### src/rtl/core/cfr_pkg.sv
// ----------------------------------------------------------------------------
// cfr_pkg
// constants, codes and controller/datapath link types for the frame store
// ----------------------------------------------------------------------------
package cfr_pkg;

  localparam int WIDTH   = 50;
  localparam int HEIGHT  = 20;
  localparam int CELLS   = WIDTH * HEIGHT;
  localparam int ADDR_W  = $clog2(CELLS);
  localparam int CHAR_W  = 8;
  localparam int COORD_W = 8;
  localparam int FUNC_W  = 2;

  localparam logic [FUNC_W-1:0] FUNC_PLOT = 2'd0;
  localparam logic [FUNC_W-1:0] FUNC_READ = 2'd1;
  localparam logic [FUNC_W-1:0] FUNC_RECT = 2'd2;

  localparam logic [CHAR_W-1:0] BLANK_CHAR = 8'd46;
  localparam logic [CHAR_W-1:0] MARK_CHAR  = 8'd120;

  // write/read address source
  localparam logic [2:0] WSEL_CLEAR = 3'd0;
  localparam logic [2:0] WSEL_POINT = 3'd1;
  localparam logic [2:0] WSEL_ROW_A = 3'd2;
  localparam logic [2:0] WSEL_ROW_B = 3'd3;
  localparam logic [2:0] WSEL_COL_A = 3'd4;
  localparam logic [2:0] WSEL_COL_B = 3'd5;

  typedef struct packed {
    logic       load;
    logic       wr;
    logic [2:0] wsel;
    logic       rd;
    logic       cnt_row;
    logic       cnt_col;
    logic       cnt_inc;
    logic       clr_inc;
    logic       out_load;
  } cmd_t;

  typedef struct packed {
    logic [FUNC_W-1:0] func;
    logic              row_none;
    logic              col_none;
    logic              row_last;
    logic              col_last;
    logic              clr_last;
    logic              out_busy;
  } sts_t;

endpackage

### src/rtl/core/cfr_ctrl.sv
// ----------------------------------------------------------------------------
// cfr_ctrl
// sequencer for clearing, plot, read and rectangle outline walks
// ----------------------------------------------------------------------------
module cfr_ctrl (
  input  logic          clk,
  input  logic          rst_n,
  input  logic          in_valid,
  output logic          in_ready,
  input  cfr_pkg::sts_t sts,
  output cfr_pkg::cmd_t cmd
);

  localparam logic [3:0] S_CLEAR    = 4'd0;
  localparam logic [3:0] S_IDLE     = 4'd1;
  localparam logic [3:0] S_EXEC     = 4'd2;
  localparam logic [3:0] S_ROW_A    = 4'd3;
  localparam logic [3:0] S_ROW_B    = 4'd4;
  localparam logic [3:0] S_COL_INIT = 4'd5;
  localparam logic [3:0] S_COL_A    = 4'd6;
  localparam logic [3:0] S_COL_B    = 4'd7;
  localparam logic [3:0] S_DONE     = 4'd8;

  logic [3:0] state_r;
  logic [3:0] state_nxt;

  always_ff @(posedge clk) begin
    if (!rst_n) begin
      state_r <= S_CLEAR;
    end else begin
      state_r <= state_nxt;
    end
  end

  always_comb begin
    state_nxt = state_r;
    cmd       = '0;
    in_ready  = 1'b0;
    unique case (state_r)
      S_CLEAR: begin
        cmd.wr      = 1'b1;
        cmd.wsel    = cfr_pkg::WSEL_CLEAR;
        cmd.clr_inc = 1'b1;
        if (sts.clr_last) begin
          state_nxt = S_IDLE;
        end
      end
      S_IDLE: begin
        in_ready = 1'b1;
        cmd.load = in_valid;
        if (in_valid) begin
          state_nxt = S_EXEC;
        end
      end
      S_EXEC: begin
        cmd.wsel = cfr_pkg::WSEL_POINT;
        unique case (sts.func)
          cfr_pkg::FUNC_PLOT: begin
            cmd.wr    = 1'b1;
            state_nxt = S_DONE;
          end
          cfr_pkg::FUNC_READ: begin
            cmd.rd    = 1'b1;
            state_nxt = S_DONE;
          end
          cfr_pkg::FUNC_RECT: begin
            cmd.cnt_row = 1'b1;
            state_nxt   = sts.row_none ? S_COL_INIT : S_ROW_A;
          end
          default: begin
            state_nxt = S_DONE;
          end
        endcase
      end
      S_ROW_A: begin
        cmd.wr    = 1'b1;
        cmd.wsel  = cfr_pkg::WSEL_ROW_A;
        state_nxt = S_ROW_B;
      end
      S_ROW_B: begin
        cmd.wr   = 1'b1;
        cmd.wsel = cfr_pkg::WSEL_ROW_B;
        if (sts.row_last) begin
          state_nxt = S_COL_INIT;
        end else begin
          cmd.cnt_inc = 1'b1;
          state_nxt   = S_ROW_A;
        end
      end
      S_COL_INIT: begin
        cmd.cnt_col = 1'b1;
        state_nxt   = sts.col_none ? S_DONE : S_COL_A;
      end
      S_COL_A: begin
        cmd.wr    = 1'b1;
        cmd.wsel  = cfr_pkg::WSEL_COL_A;
        state_nxt = S_COL_B;
      end
      S_COL_B: begin
        cmd.wr   = 1'b1;
        cmd.wsel = cfr_pkg::WSEL_COL_B;
        if (sts.col_last) begin
          state_nxt = S_DONE;
        end else begin
          cmd.cnt_inc = 1'b1;
          state_nxt   = S_COL_A;
        end
      end
      S_DONE: begin
        if (!sts.out_busy) begin
          cmd.out_load = 1'b1;
          state_nxt    = S_IDLE;
        end
      end
      default: begin
        state_nxt = S_CLEAR;
      end
    endcase
  end

endmodule

### config.mk
export PLATFORM = sky130hd
export DESIGN_NAME = cfr_ctrl
export DESIGN_NICKNAME = d
export VERILOG_FILES = /design/src/rtl/core/cfr_pkg.sv /design/src/rtl/core/cfr_ctrl.sv
export SDC_FILE = /design/constraint.sdc
export NUM_CORES = 1
export LEC_CHECK = 0
export ABC_AREA = 1
export ABC_CLOCK_PERIOD_IN_PS = 1800
export BUFFER_PORTS_ARGS = -buffer_cell sky130_fd_sc_hd__buf_2
export CAP_MARGIN = 20
export CELL_PAD_IN_SITES_DETAIL_PLACEMENT = 0
export CELL_PAD_IN_SITES_GLOBAL_PLACEMENT = 2
export CORE_UTILIZATION = 20
export DETAILED_ROUTE_END_ITERATION = 12
export HOLD_SLACK_MARGIN = 0.03
export PLACE_DENSITY = 0.79
export SLEW_MARGIN = 5
export SYNTH_ARGS = -nofsm -noshare
export SYNTH_HDL_FRONTEND = slang
export SYNTH_SLANG_ARGS = --single-unit
### constraint.sdc
create_clock -name clk -period 1.8 [get_ports clk]
set_clock_uncertainty 0.05 [all_clocks]
set_input_delay 0.27 -clock clk [delete_from_list [all_inputs] [get_ports clk]]
set_output_delay 0.27 -clock clk [all_outputs]
set_load 0.02 [all_outputs]
## Yosys cells after proc, flatten, opt, wreduce, memory -nomap -nowiden

Cells that the tools add are included.

- Register bits: 4
- Logic and storage cells: 40

- Equal/unequal tests: 13
- Muxes and demuxes: 23
- Reduce and logical (&&, ||, !) cells: 3

Operators by type and width:

| kind | number |
|---|---|
| $pmux 4 s9 | 1 |
| $mux 4 | 6 |
| $pmux 4 s6 | 1 |
| $eq 4x3->1 const B | 4 |
| $mux 1 | 11 |
| $eq 4x2->1 const B | 2 |
| $mux 3 | 2 |
| $ne 2x2->1 const B | 3 |
| $eq 4x1->1 const B | 1 |
| $eq 4x4->1 const B | 1 |
| $logic_not 4->1 | 1 |
| $reduce_and 3->1 | 1 |
| $eq 2x1->1 const B | 1 |
| $eq 2x2->1 const B | 1 |
| $logic_not 2->1 | 1 |
| $mux 2 | 1 |
| $pmux 1 s2 | 1 |

## Depth between registers and ports, before layout

Gate-level depths: netlist (run 1).

- Word-level depth: 3
- Mapped depth: 8
- Depth with buffers taken out: 8

## Worst setup path after synthesis (run 1)

No wires, ideal clock.

- Path type: register to output
- From: register state_r[0]
- To: output port cmd[9] in the netlist's numbering
- Arrival time: 1.164 ns
- Data required time: 1.480 ns
- Setup slack: 0.316 ns
- Cell stages (with the launch flop): 6
- Buffers on the path: 0
- Cells stage by stage: dfxtp_1 > nor2_2 > inv_2 > nor2_1 > nor3_2 > nand2_1

RTL lines:

| item | line | RTL |
|---|---|---|
| start: declaration | cfr_ctrl.sv:24 | `logic [3:0] state_r;` |
| start signal: assignment | cfr_ctrl.sv:31 | `state_r <= state_nxt;` |
| end: declaration | cfr_ctrl.sv:11 | `output cfr_pkg::cmd_t cmd` |

==> results of run 1 <==
==> worst max-delay path, stage by stage, from the launching register on <==
cell and delay (ns):
dfxtp_1 0.40, nor2_2 0.08, inv_2 0.09, nor2_1 0.06
nor2_1 0.12, inv_2 0.05, nor3_2 0.09, nand2_1 0.06
buf_2 0.15
==> routing by layer <==
metal | GRT usage (%) | share of wire (%)
met1 | 12.15 | 45
met3 | 0.9346 | 3.8
met4 | 5.882 | 0
met2 | 17.81 | 51
met5 | 0 | 0
==> per-stage QoR <==
stage               hold WS [ns]  setup slack, ns  power (mW)
floorplan                 0.3827           0.3163      0.3393
global placement          0.4907           0.3029      0.4282
detailed placement        0.4903           0.3236      0.4231
CTS                       0.2437          0.06388      0.5388
global route              0.2548         0.001043      0.5887
finish                    0.2495           0.1512      0.5362
==> logic make-up (layout without fill, tap and decap cells) <==
logic type,after synthesis,after routing
DFF,4,4
AOI/OAI and AO/OA,4,4
buffers and inverters,23,48
and+or+nand+nor,57,57
==> area by class of cell <==
cell class | instances | area [um2] | share of cell area (%)
clock buffers | 3 | 22.52 | 3.622
inverters | 23 | 86.33 | 13.88
multi-input cells | 61 | 287.8 | 46.28
flip-flops and latches | 4 | 81.33 | 13.08
well taps | 27 | 33.78 | 5.433
repair buffers | 22 | 110.1 | 17.71
==> where the power goes <==
group / internal, mW / total [mW] / leakage (nW) / switching, mW
clock: 0.0744 / 0.108 / 0.0138 / 0.0338
combinational: 0.105 / 0.300 / 0.340 / 0.195
sequential: 0.104 / 0.128 / 0.0331 / 0.0245
==> worst min path at each step <==
stage | start | endpoint | slack, ns
6_report | rst_n | state_r[0]$_SDFFE_PN0P_ | 0.25
5_1_grt | rst_n | state_r[0]$_SDFFE_PN0P_ | 0.25
4_1_cts | rst_n | state_r[1]$_SDFFE_PN0P_ | 0.24
3_5_place_dp | rst_n | state_r[1]$_SDFFE_PN0P_ | 0.49
3_3_place_gp | rst_n | state_r[1]$_SDFFE_PN0P_ | 0.49
2_1_floorplan | rst_n | state_r[0]$_SDFFE_PN0P_ | 0.38
==> cells in the final DEF (no fill, tap or decap), types with 2 or more instances in the layout <==
| cell type | instances |
|---|---|
| nor3_1 | 2 |
| nand2_2 | 3 |
| nand3_1 | 7 |
| a21oi_1 | 2 |
| nor2_2 | 3 |
| nor2_1 | 18 |
| inv_1 | 16 |
| dfxtp_1 | 3 |
| nor2_4 | 2 |
| clkbuf_4 | 3 |
| inv_2 | 7 |
| nand2_1 | 20 |
| buf_2 | 22 |
==> metrics.md, run 1 <==
| Metric | Value |
|---|---|
| Status | finished, final reports clean |
| Post-Syn Area | 444.2 um2 |
| Maximum net fanout on the critical path | 4 |
| Biggest regs | state_r: 4 flops |
| Synth Area in Simple Gates | 57.46% |
| Row Count | 16 |
| Die ar. | 0.002413 mm2 |
| Setup TNS | 0 ns |
| Mapped Cells | 88 |
| Iter 0 DRT Violations | 22 |
| Pre-antenna DRT Iters | 5 |
| Core Util, Final | 30.76% |
| Core Box Area | 0.002022 mm2 |
| Post-synth top area share | 18.03% |
| Worst VDD drop | 0.2702 mV |
| Clk root buf | clkbuf_4 |
| GRT Residual Overflow | 0 |
| Setup violators final | 0 |
| Reg2reg start | state_r[0]$_SDFFE_PN0P_ |
| Pin count of the biggest net entering global routing | 8 |
| Via Count | 576 |
| RSZ-0062 raised after global routing | no |
| Final Cycle Share | 91.60% |
| I/O Buffers | 22 |
| Initial antenna violation count | 0 |
| Post-Synth Adder-Cell Area | 0% |
| Post-route cell area | 621.8 um2 |
| DR WL/cell | 8.071 um |
| Final wirelength | 1130 um |
| Worst-Margin Slew | 0.2413 ns |
| EDFF count, synth | 0 |
| Tmin final | 1.649 ns |
| Vias in the first global route | 495 |
| Mean Syn Cell Area | 5.047 um2 |
| Hold depth | 3 |
| Ys Warns | 0 |
| Synth cell count leaders | nand2_1, nor2_1, inv_1 |
| Clock buffer count from CTS | 3 |
| Worst Hold Class | primary input to flop |
| Fmax | 0.6065 GHz |
| Layout fillers | 241 |
| Worst-Skew Late Latency | 0.23 ns |
| Vias/cell | 4.114 |
| CTS H-tree lvls | 1 |
| CP Capture Type | output port |
| CTS tree | built |
| Fraction of registers with async set/reset | 0% |
| Largest family of logic cells by synthesized area | simple AND/OR/NAND/NOR gates |
| Layout cell share with drive strength beyond 1 | 37.17% |
| Worst R2R Path Depth | 7 |
| Worst endpoint required time | 1.48 ns |
| CTS max path bufs | 2 |
| Synth area leader | dfxtp_1 |
| Post-CTS Setup Inserts | 0 |
| Final #Nets | 126 |
| Initial core utilization | 21.97% |
| # DRC | 0 |
| Synth top area cells | dfxtp_1, nand2_1, nor2_1, inv_1, nand3_1 |
| PwrDens | 862.2 mW/mm2 |
| Slew headroom | 83.89% |
| Post-placement cell area | 588.1 um2 |
| Crit path launch | state_r[2]$_SDFFE_PN0P_ |
| Syn Nets | 99 |
| Clock tree sinks | 4 |
| Max-Cap Viols | 0 |
| Post-synthesis mux area share | 0% |
| Die width | 49.13 um |
| Top Ports | 23 |
| Reg2Reg Setup Slack | 0.56 ns |
| RR Endpoint | state_r[1]$_SDFFE_PN0P_ |
| CP Capture Point | cmd[9] |
| Die Y | 49.13 um |
| Area Overhead vs Synth | 40.00% |
| Number of flip-flops in the largest register | 4 |
| Final Hold Viols | 0 |
| ANT cells | 0 |
| Synth Area in Compound Gates | 5.070% |
| Gp weighted congestion | 0.7560 |
| Placed cell count | 137 |
| Largest Register | state_r |
| Crit Path Class | flop to output port |
| Pins Over Slew Limit | 0 |
| First-pass GRT wire length | 1918 um |
| Most common cell in the synthesized netlist | nand2_1 |
| CP Launch Type | flop |
| Fraction of the yosys area taken by sequential cells | 18.03% |
| Final HPWL DP | 982.5 um |
| Worst-path clk slew | 0.04 ns |
| XOR/XNOR Fraction of Synth Area | 0% |
| P_leak | 0.3871 nW |
| Register bit total from synthesis | 4 |
| Final Instance Count excl. Fillers | 140 |
| Synth unique cells | 15 |
| Hold buffer count at CTS | 0 |
| Dominant synthesized flop cell | dfxtp_1 |
| Total GRT Usage | 10.26% |
| Antenna-violating nets left | 0 |
| Post-CTS sizing | 0 |
| Critical Path AT | 1.33 ns |
(Power assumes the default switching activity.)
==> run 2, diff against run 1 <==
--- a/config.mk
+++ b/config.mk
@@ -5,13 +5,12 @@
 export SDC_FILE = /design/constraint.sdc
 export NUM_CORES = 1
 export LEC_CHECK = 0
-export ABC_AREA = 1
 export ABC_CLOCK_PERIOD_IN_PS = 1800
 export BUFFER_PORTS_ARGS = -buffer_cell sky130_fd_sc_hd__buf_2
 export CAP_MARGIN = 20
 export CELL_PAD_IN_SITES_DETAIL_PLACEMENT = 0
 export CELL_PAD_IN_SITES_GLOBAL_PLACEMENT = 2
-export CORE_UTILIZATION = 20
+export CORE_UTILIZATION = 24
 export DETAILED_ROUTE_END_ITERATION = 12
 export HOLD_SLACK_MARGIN = 0.03
 export PLACE_DENSITY = 0.79
==> metrics.md, run 2 <==
| Metric | Value |
|---|---|
| Fmax | 0.6163 GHz (+1.6%) |
| Worst Hold Class | primary input to flop |
| I/O Buffers | 22 (unchanged) |
| HP Start | rst_n |
| Die width | 47.15 um (-4.0%) |
| Worst VDD drop | 0.4557 mV (+69%) |
| Worst path max stage delay | 0.42 ns (+0.02 ns) |
| Final wirelength | 1229 um (+8.8%) |
| Total GRT Usage | 12.04% (+1.8 points) |
| Setup violators final | 0 (unchanged) |
| Antenna-violating nets left | 0 (unchanged) |
| Maximum net fanout on the critical path | 9 (+5) |
| Fraction of the yosys area taken by sequential cells | 16.37% (-1.7 points) |
| Hold depth | 2 (-1) |
| Most common cell in the synthesized netlist | nor2_1 |
| Hold_ws | 0.2605 ns (+0.01094 ns) |
| Slew headroom | 73.04% (-11 points) |
| Power Total | 0.7494 mW (+40%) |
| Synth Area in Compound Gates | 24.04% (+19 points) |
| Number of flip-flops in the largest register | 4 (unchanged) |
| CP cell instances | nand2b_4, nor3_1, a211oi_1, buf_2 |
| Max-Cap Viols | 0 (unchanged) |
| Final #Nets | 103 (-18%) |
| Die ar. | 0.002223 mm2 (-7.9%) |
| DR WL/cell | 10.69 um (+32%) |
| Die Y | 47.15 um (-4.0%) |
| Post-synthesis mux area share | 0% (unchanged) |
| Post-layout worst setup margin | 0.1774 ns (+0.02628 ns) |
| Hold buffer count at CTS | 0 (unchanged) |
| Post-synth top area share | 16.37% (-1.7 points) |
| Final HPWL DP | 933.3 um (-5.0%) |
| Worst-Skew Late Latency | 0.23 ns (about the same) |
| Largest Register | state_r |
| XOR/XNOR Fraction of Synth Area | 1.790% (+1.8 points) |
| Place WS | 0.2731 ns (-0.05058 ns) |
| Largest family of logic cells by synthesized area | simple AND/OR/NAND/NOR gates |
| Worst-path clk slew | 0.04 ns (about the same) |
| Clock tree sinks | 4 (unchanged) |
| CTS H-tree lvls | 1 (unchanged) |
| P_leak | 0.2737 nW (-29%) |
| Worst R2R Path Depth | 4 (-3) |
| Fraction of registers with async set/reset | 0% (unchanged) |
| Synth cell count leaders | nor2_1, nand2b_1, a21oi_1, nor3_1 |
| Core Box Area | 0.001821 mm2 (-10%) |
| Ys Warns | 0 (unchanged) |
| Initial antenna violation count | 0 (unchanged) |
| Initial core utilization | 26.87% (+4.9 points) |
| Gp weighted congestion | 0.7052 (-6.7%) |
| Commonest non-fill, non-tap cells in the layout | buf_2, nor2_1, nand2b_1 |
| Final Hold Viols | 0 (unchanged) |
| Placed cell count | 112 (-18%) |
| Dominant synthesized flop cell | dfxtp_1 |
| Syn Nets | 79 (-20%) |
| Row Count | 15 (-1) |
| Commonest non-fill, non-tap cell in the layout | buf_2 |
| Mapped Cells | 68 (-23%) |
| Synth unique cells | 32 (+17) |
| CTS tree | built |
| Crit Path Class | flop to output port |
| Clk root buf | clkbuf_4 |
| Synth top area cells | dfxtp_1, nand2b_1, nor2_1, a21oi_1, nor3_1 |
| Reg2reg start | state_r[2]$_SDFFE_PN0P_ |
| Setup TNS | 0 ns (unchanged) |
| RR Endpoint | state_r[0]$_SDFFE_PN0P_ |
| Worst Hold End | state_r[3]$_SDFFE_PN0P_ |
| CP Capture Type | output port |
| Slowest stage cell, crit path | dfxtp_2 |
| Worst endpoint required time | 1.48 ns (about the same) |
| Pre-antenna DRT Iters | 4 (-1) |
| Status | finished, final reports clean |
| CP Launch Type | flop |
| PwrDens | 1161 mW/mm2 (+35%) |
| Final Instance Count excl. Fillers | 115 (-18%) |
| Final Cycle Share | 90.14% (-1.5 points) |
| Register bit total from synthesis | 4 (unchanged) |
| First-pass GRT wire length | 1945 um (+1.4%) |
| Pin count of the biggest net entering global routing | 18 (+10) |
| Tmin final | 1.623 ns (-0.02628 ns) |
| Post-CTS Setup Inserts | 0 (unchanged) |
| Post-Synth Adder-Cell Area | 0% (unchanged) |
| CTS max path bufs | 2 (unchanged) |
| Iter 0 DRT Violations | 8 (-64%) |
| # DRC | 0 (unchanged) |
| Layout cell share with drive strength beyond 1 | 41.11% (+3.9 points) |
| Pins Over Slew Limit | 0 (unchanged) |
| GRT Residual Overflow | 0 (unchanged) |
| ANT cells | 0 (unchanged) |
| Reg2Reg Setup Slack | 0.46 ns (-0.10 ns) |
| Via Count | 553 (-4.0%) |
| Critical Path AT | 1.30 ns (-0.03 ns) |
| EDFF count, synth | 0 (unchanged) |
| RSZ-0062 raised after global routing | no |
| Biggest regs | state_r: 4 flops |
| Vias/cell | 4.809 (+17%) |
| Worst-Margin Slew | 0.3981 ns (+0.1568 ns) |
| Synth area leader | dfxtp_1 |
| Vias in the first global route | 454 (-8.3%) |
| Mean Syn Cell Area | 7.194 um2 (+43%) |
| Top Ports | 23 (unchanged) |
| Clock buffer count from CTS | 3 (unchanged) |
| Area Overhead vs Synth | 31.97% |
| Post-Syn Area | 489.2 um2 (+10%) |
| Synth Area in Simple Gates | 46.80% (-11 points) |
run 2: area by class of cell:
class / instances / area, um2
Clock buffer: 3 / 22.52
Fill cell: 218 / 1175
Inverter: 3 / 11.26
Multi-Input combinational cell: 54 / 355.3
Sequential cell: 4 / 85.08
Tap cell: 25 / 31.28
Timing Repair Buffer: 26 / 140.1
run 2: kinds of logic (layout without fill, tap and decap cells):
logic type,after synthesis,after routing
xor+xnor,1,1
flops,4,4
simple gates,37,37
compound gates,16,16
buf+inv,10,32
run 2: worst max-delay path: cells and delay by family (launching register included):
family	cells	cell delay, ns
buffers and inverters	1	0.20
flip-flops	1	0.42
AND/OR/NAND/NOR	2	0.25
AO/OA/AOI/OAI	1	0.21
run 2: how the worst max path moves through the flow:
stage / slack [ns] / cells past startpoint / endpoint / from
2_1_floorplan: 0.12 / 3 / cmd[10] / state_r[3]$_SDFFE_PN0P_
3_3_place_gp: 0.27 / 4 / cmd[9] / state_r[0]$_SDFFE_PN0P_
3_5_place_dp: 0.27 / 4 / cmd[9] / state_r[0]$_SDFFE_PN0P_
4_1_cts: 0.02 / 4 / cmd[9] / state_r[0]$_SDFFE_PN0P_
5_1_grt: 0.04 / 4 / cmd[7] / state_r[0]$_SDFFE_PN0P_
6_report: 0.18 / 4 / cmd[9] / state_r[0]$_SDFFE_PN0P_
run 2: what timing repair did:
action / in CTS / in global routing
gates resized for setup: 0 / 4
hold endpoints to repair: 0 / 0
setup endpoints to repair: 0 / 7
run 2: report_power, final:
part / internal (mW) / total, mW / switching [mW]
logic: 0.208 / 0.462 / 0.254
clock network: 0.0744 / 0.109 / 0.0341
registers: 0.115 / 0.179 / 0.0641
run 2: metal layers:
| metal | vias to the layer above | GRT usage [%] | wire [um] |
|---|---|---|---|
| met5 | - | 0 | 0 |
| met4 | 0 | 3.429 | 0 |
| met3 | 0 | 1.154 | 59 |
| met2 | 18 | 19.72 | 528 |
| met1 | 240 | 16.74 | 642 |
| li1 | 295 | - | - |
run 2: metrics by stage:
stage / utilization (%) / cell area [um2]
2_1_floorplan: - / 489.2
3_3_place_gp: 33.95 / 618.1
3_5_place_dp: 33.95 / 618.1
4_1_cts: 35.19 / 640.6
5_1_grt: 35.46 / 645.6
6_report: 35.46 / 645.6
==> run 3, diff against run 2 <==
--- a/config.mk
+++ b/config.mk
@@ -13,7 +13,7 @@
 export CORE_UTILIZATION = 24
 export DETAILED_ROUTE_END_ITERATION = 12
 export HOLD_SLACK_MARGIN = 0.03
-export PLACE_DENSITY = 0.79
+export PLACE_DENSITY = 0.81
 export SLEW_MARGIN = 5
 export SYNTH_ARGS = -nofsm -noshare
 export SYNTH_HDL_FRONTEND = slang
==> metrics.md, run 3 (synthesis gave the netlist of run 2 again) <==
| Metric | Value |
|---|---|
| Maximum net fanout on the critical path | 9 (unchanged) |
| Multi-input logic area | 355.3 um2 (unchanged) |
| Initial core utilization | 26.87% (unchanged) |
| Status | finished, final reports clean |
| Vias/cell | 4.763 (-0.95%) |
| Worst-Skew Late Latency | 0.23 ns (about the same) |
| Reg area | 85.08 um2 (unchanged) |
| Row Count | 15 (unchanged) |
| Number of flip-flops in the largest register | 4 (unchanged) |
| Die ar. | 0.002223 mm2 (unchanged) |
| Worst Hold Class | primary input to flop |
| HP Start | rst_n |
| Die Y | 47.15 um (unchanged) |
| Critical Path AT | 1.31 ns (about the same) |
| RSZ-0062 raised after global routing | no |
| Worst R2R Path Depth | 4 (unchanged) |
| Pins Over Slew Limit | 0 (unchanged) |
| Worst-Margin Slew | 0.3913 ns (-0.006876 ns) |
| GRT Residual Overflow | 0 (unchanged) |
| ANT cells | 0 (unchanged) |
| Worst Hold End | state_r[3]$_SDFFE_PN0P_ |
| Gp weighted congestion | 0.7260 (+2.9%) |
| Worst-path clk slew | 0.04 ns (about the same) |
| Flop pwr share | 24.3% (+0.4 points) |
| Iter 0 DRT Violations | 4 (-4) |
| Grt met2 use | 20.00% (+0.28 points) |
| I/O Buffers | 22 (unchanged) |
| GRT busiest layer | met2 |
| CTS H-tree lvls | 1 (unchanged) |
| Slowest stage cell, crit path | dfxtp_2 |
| Clk pwr share | 14.4% (about the same) |
| Final #Nets | 102 (-0.97%) |
| Commonest non-fill, non-tap cell in the layout | buf_2 |
| Commonest non-fill, non-tap cells in the layout | buf_2, nor2_1, nand2b_1 |
| Net Sw Frac | 47.02% (+0.082 points) |
| Initial antenna violation count | 0 (unchanged) |
| Die width | 47.15 um (unchanged) |
| Antenna-violating nets left | 0 (unchanged) |
| Reg2Reg Setup Slack | 0.42 ns (-0.04 ns) |
| Internal power | 0.3953 mW (-0.57%) |
| Layout cell share with drive strength beyond 1 | 40.45% (-0.66 points) |
| Largest Register | state_r |
| Final Hold Viols | 0 (unchanged) |
| Power Total | 0.7462 mW (-0.42%) |
| Clk root buf | clkbuf_4 |
| # DRC | 0 (unchanged) |
| NetSw | 0.3509 mW (-0.24%) |
| Clock tree sinks | 4 (unchanged) |
| Area Overhead vs Synth | 30.43% |
| P_leak | 0.2683 nW (-2.0%) |
| Worst path max stage delay | 0.36 ns (-0.06 ns) |
| Total GRT Usage | 12.82% (+0.79 points) |
| Core Box Area | 0.001821 mm2 (unchanged) |
| Hold buffer count at CTS | 0 (unchanged) |
| RR Endpoint | state_r[0]$_SDFFE_PN0P_ |
| Setup violators final | 0 (unchanged) |
| Layout fillers | 216 (-0.92%) |
| CTS max path bufs | 2 (unchanged) |
| Worst endpoint required time | 1.48 ns (about the same) |
| M3 GR Usage | 3.462% (+2.3 points) |
| Setup TNS | 0 ns (unchanged) |
| CP Launch Type | flop |
| Top Ports | 23 (unchanged) |
| Max-Cap Viols | 0 (unchanged) |
| Slew headroom | 73.50% (+0.47 points) |
| Hold_ws | 0.2482 ns (-0.01231 ns) |
| Clock buffer count from CTS | 3 (unchanged) |
| Met1 Use GR | 16.74% (unchanged) |
| Tmin final | 1.625 ns (+0.002716 ns) |
| Worst VDD drop | 0.4195 mV (-7.9%) |
| Biggest regs | state_r: 4 flops |
| Via Count | 543 (-1.8%) |
| First-pass GRT wire length | 2014 um (+3.5%) |
| Crit Path Class | flop to output port |
| Fmax | 0.6153 GHz (-0.17%) |
| CP cell instances | nand2b_4, nor4b_4, buf_2 |
| Part of the power in combinational logic | 61.2% (-0.4 points) |
| Reg2reg start | state_r[2]$_SDFFE_PN0P_ |
| PwrDens | 1169 mW/mm2 (+0.75%) |
| CTS tree | built |
| Pre-antenna DRT Iters | 4 (unchanged) |
| Pin count of the biggest net entering global routing | 20 (+2) |
| CP Capture Type | output port |
| Final Cycle Share | 90.29% (+0.15 points) |
| Final wirelength | 1210 um (-1.5%) |
| Vias in the first global route | 474 (+4.4%) |
| Hold depth | 2 (unchanged) |
| DR WL/cell | 10.61 um (-0.68%) |
| Final HPWL DP | 932.4 um (about the same) |
[run 3: changes by cell type in the layout (fill, tap and decap cells not counted), sizes merged]
cell  delta
buf      -1
[run 3: critical path: cells and delay by family (launching register included)]
kind                   cells  cell delay [ns]
buffers and inverters      1             0.22
DFF                        1             0.36
and+or+nand+nor            2             0.48
[run 3: stage by stage]
step	utilization, %	std cells	worst slack [ns]	area, um2
2_1_floorplan	-	68	0.1233	489.2
3_3_place_gp	33.54	111	0.1810	610.6
3_5_place_dp	33.54	111	0.1655	610.6
4_1_cts	34.85	114	0.006114	634.4
5_1_grt	35.05	114	0.06952	638.1
6_report	35.05	114	0.1747	638.1
[run 3: final cells by class]
type	count	share of cell area, %
Tap cell	25	4.902
Sequential cell	4	13.33
Timing Repair Buffer	25	20.78
Clock buffer	3	3.529
Multi-Input combinational cell	54	55.69
Inverter	3	1.765
[run 3: power groups by stage]
stage                     registers (mW)  clock network [mW]  logic (mW)
after floorplan                    0.123                   0       0.390
after global placement             0.177                   0       0.461
after detailed placement           0.180                   0       0.458
after CTS                          0.180               0.112       0.459
after global routing               0.190               0.123       0.502
final                              0.182               0.108       0.457
[run 3: worst max path at each step]
stage / depth (start not counted) / end / slack [ns] / startpoint
after floorplan: 3 / cmd[10] / 0.12 / state_r[3]$_SDFFE_PN0P_
after global placement: 4 / cmd[6] / 0.18 / state_r[2]$_SDFFE_PN0P_
after detailed placement: 3 / cmd[9] / 0.17 / state_r[2]$_SDFFE_PN0P_
after CTS: 4 / cmd[9] / 0.006 / state_r[0]$_SDFFE_PN0P_
after global routing: 4 / cmd[7] / 0.07 / state_r[0]$_SDFFE_PN0P_
final: 3 / cmd[4] / 0.17 / state_r[0]$_SDFFE_PN0P_
[run 3: repair_timing]
item                       4_1_cts  5_1_grt
setup buffers                    0        0
pin swaps                        0        0
setup endpoints to repair        6        8
gates resized for setup          1        3
[run 3: metal layers]
layer | up-vias | part of all wire, % | routed length (um)
li1 | 293 | - | -
met5 | - | 0 | 0
met4 | 0 | 0 | 0
met2 | 18 | 42 | 513
met1 | 232 | 52 | 629
met3 | 0 | 5.6 | 68
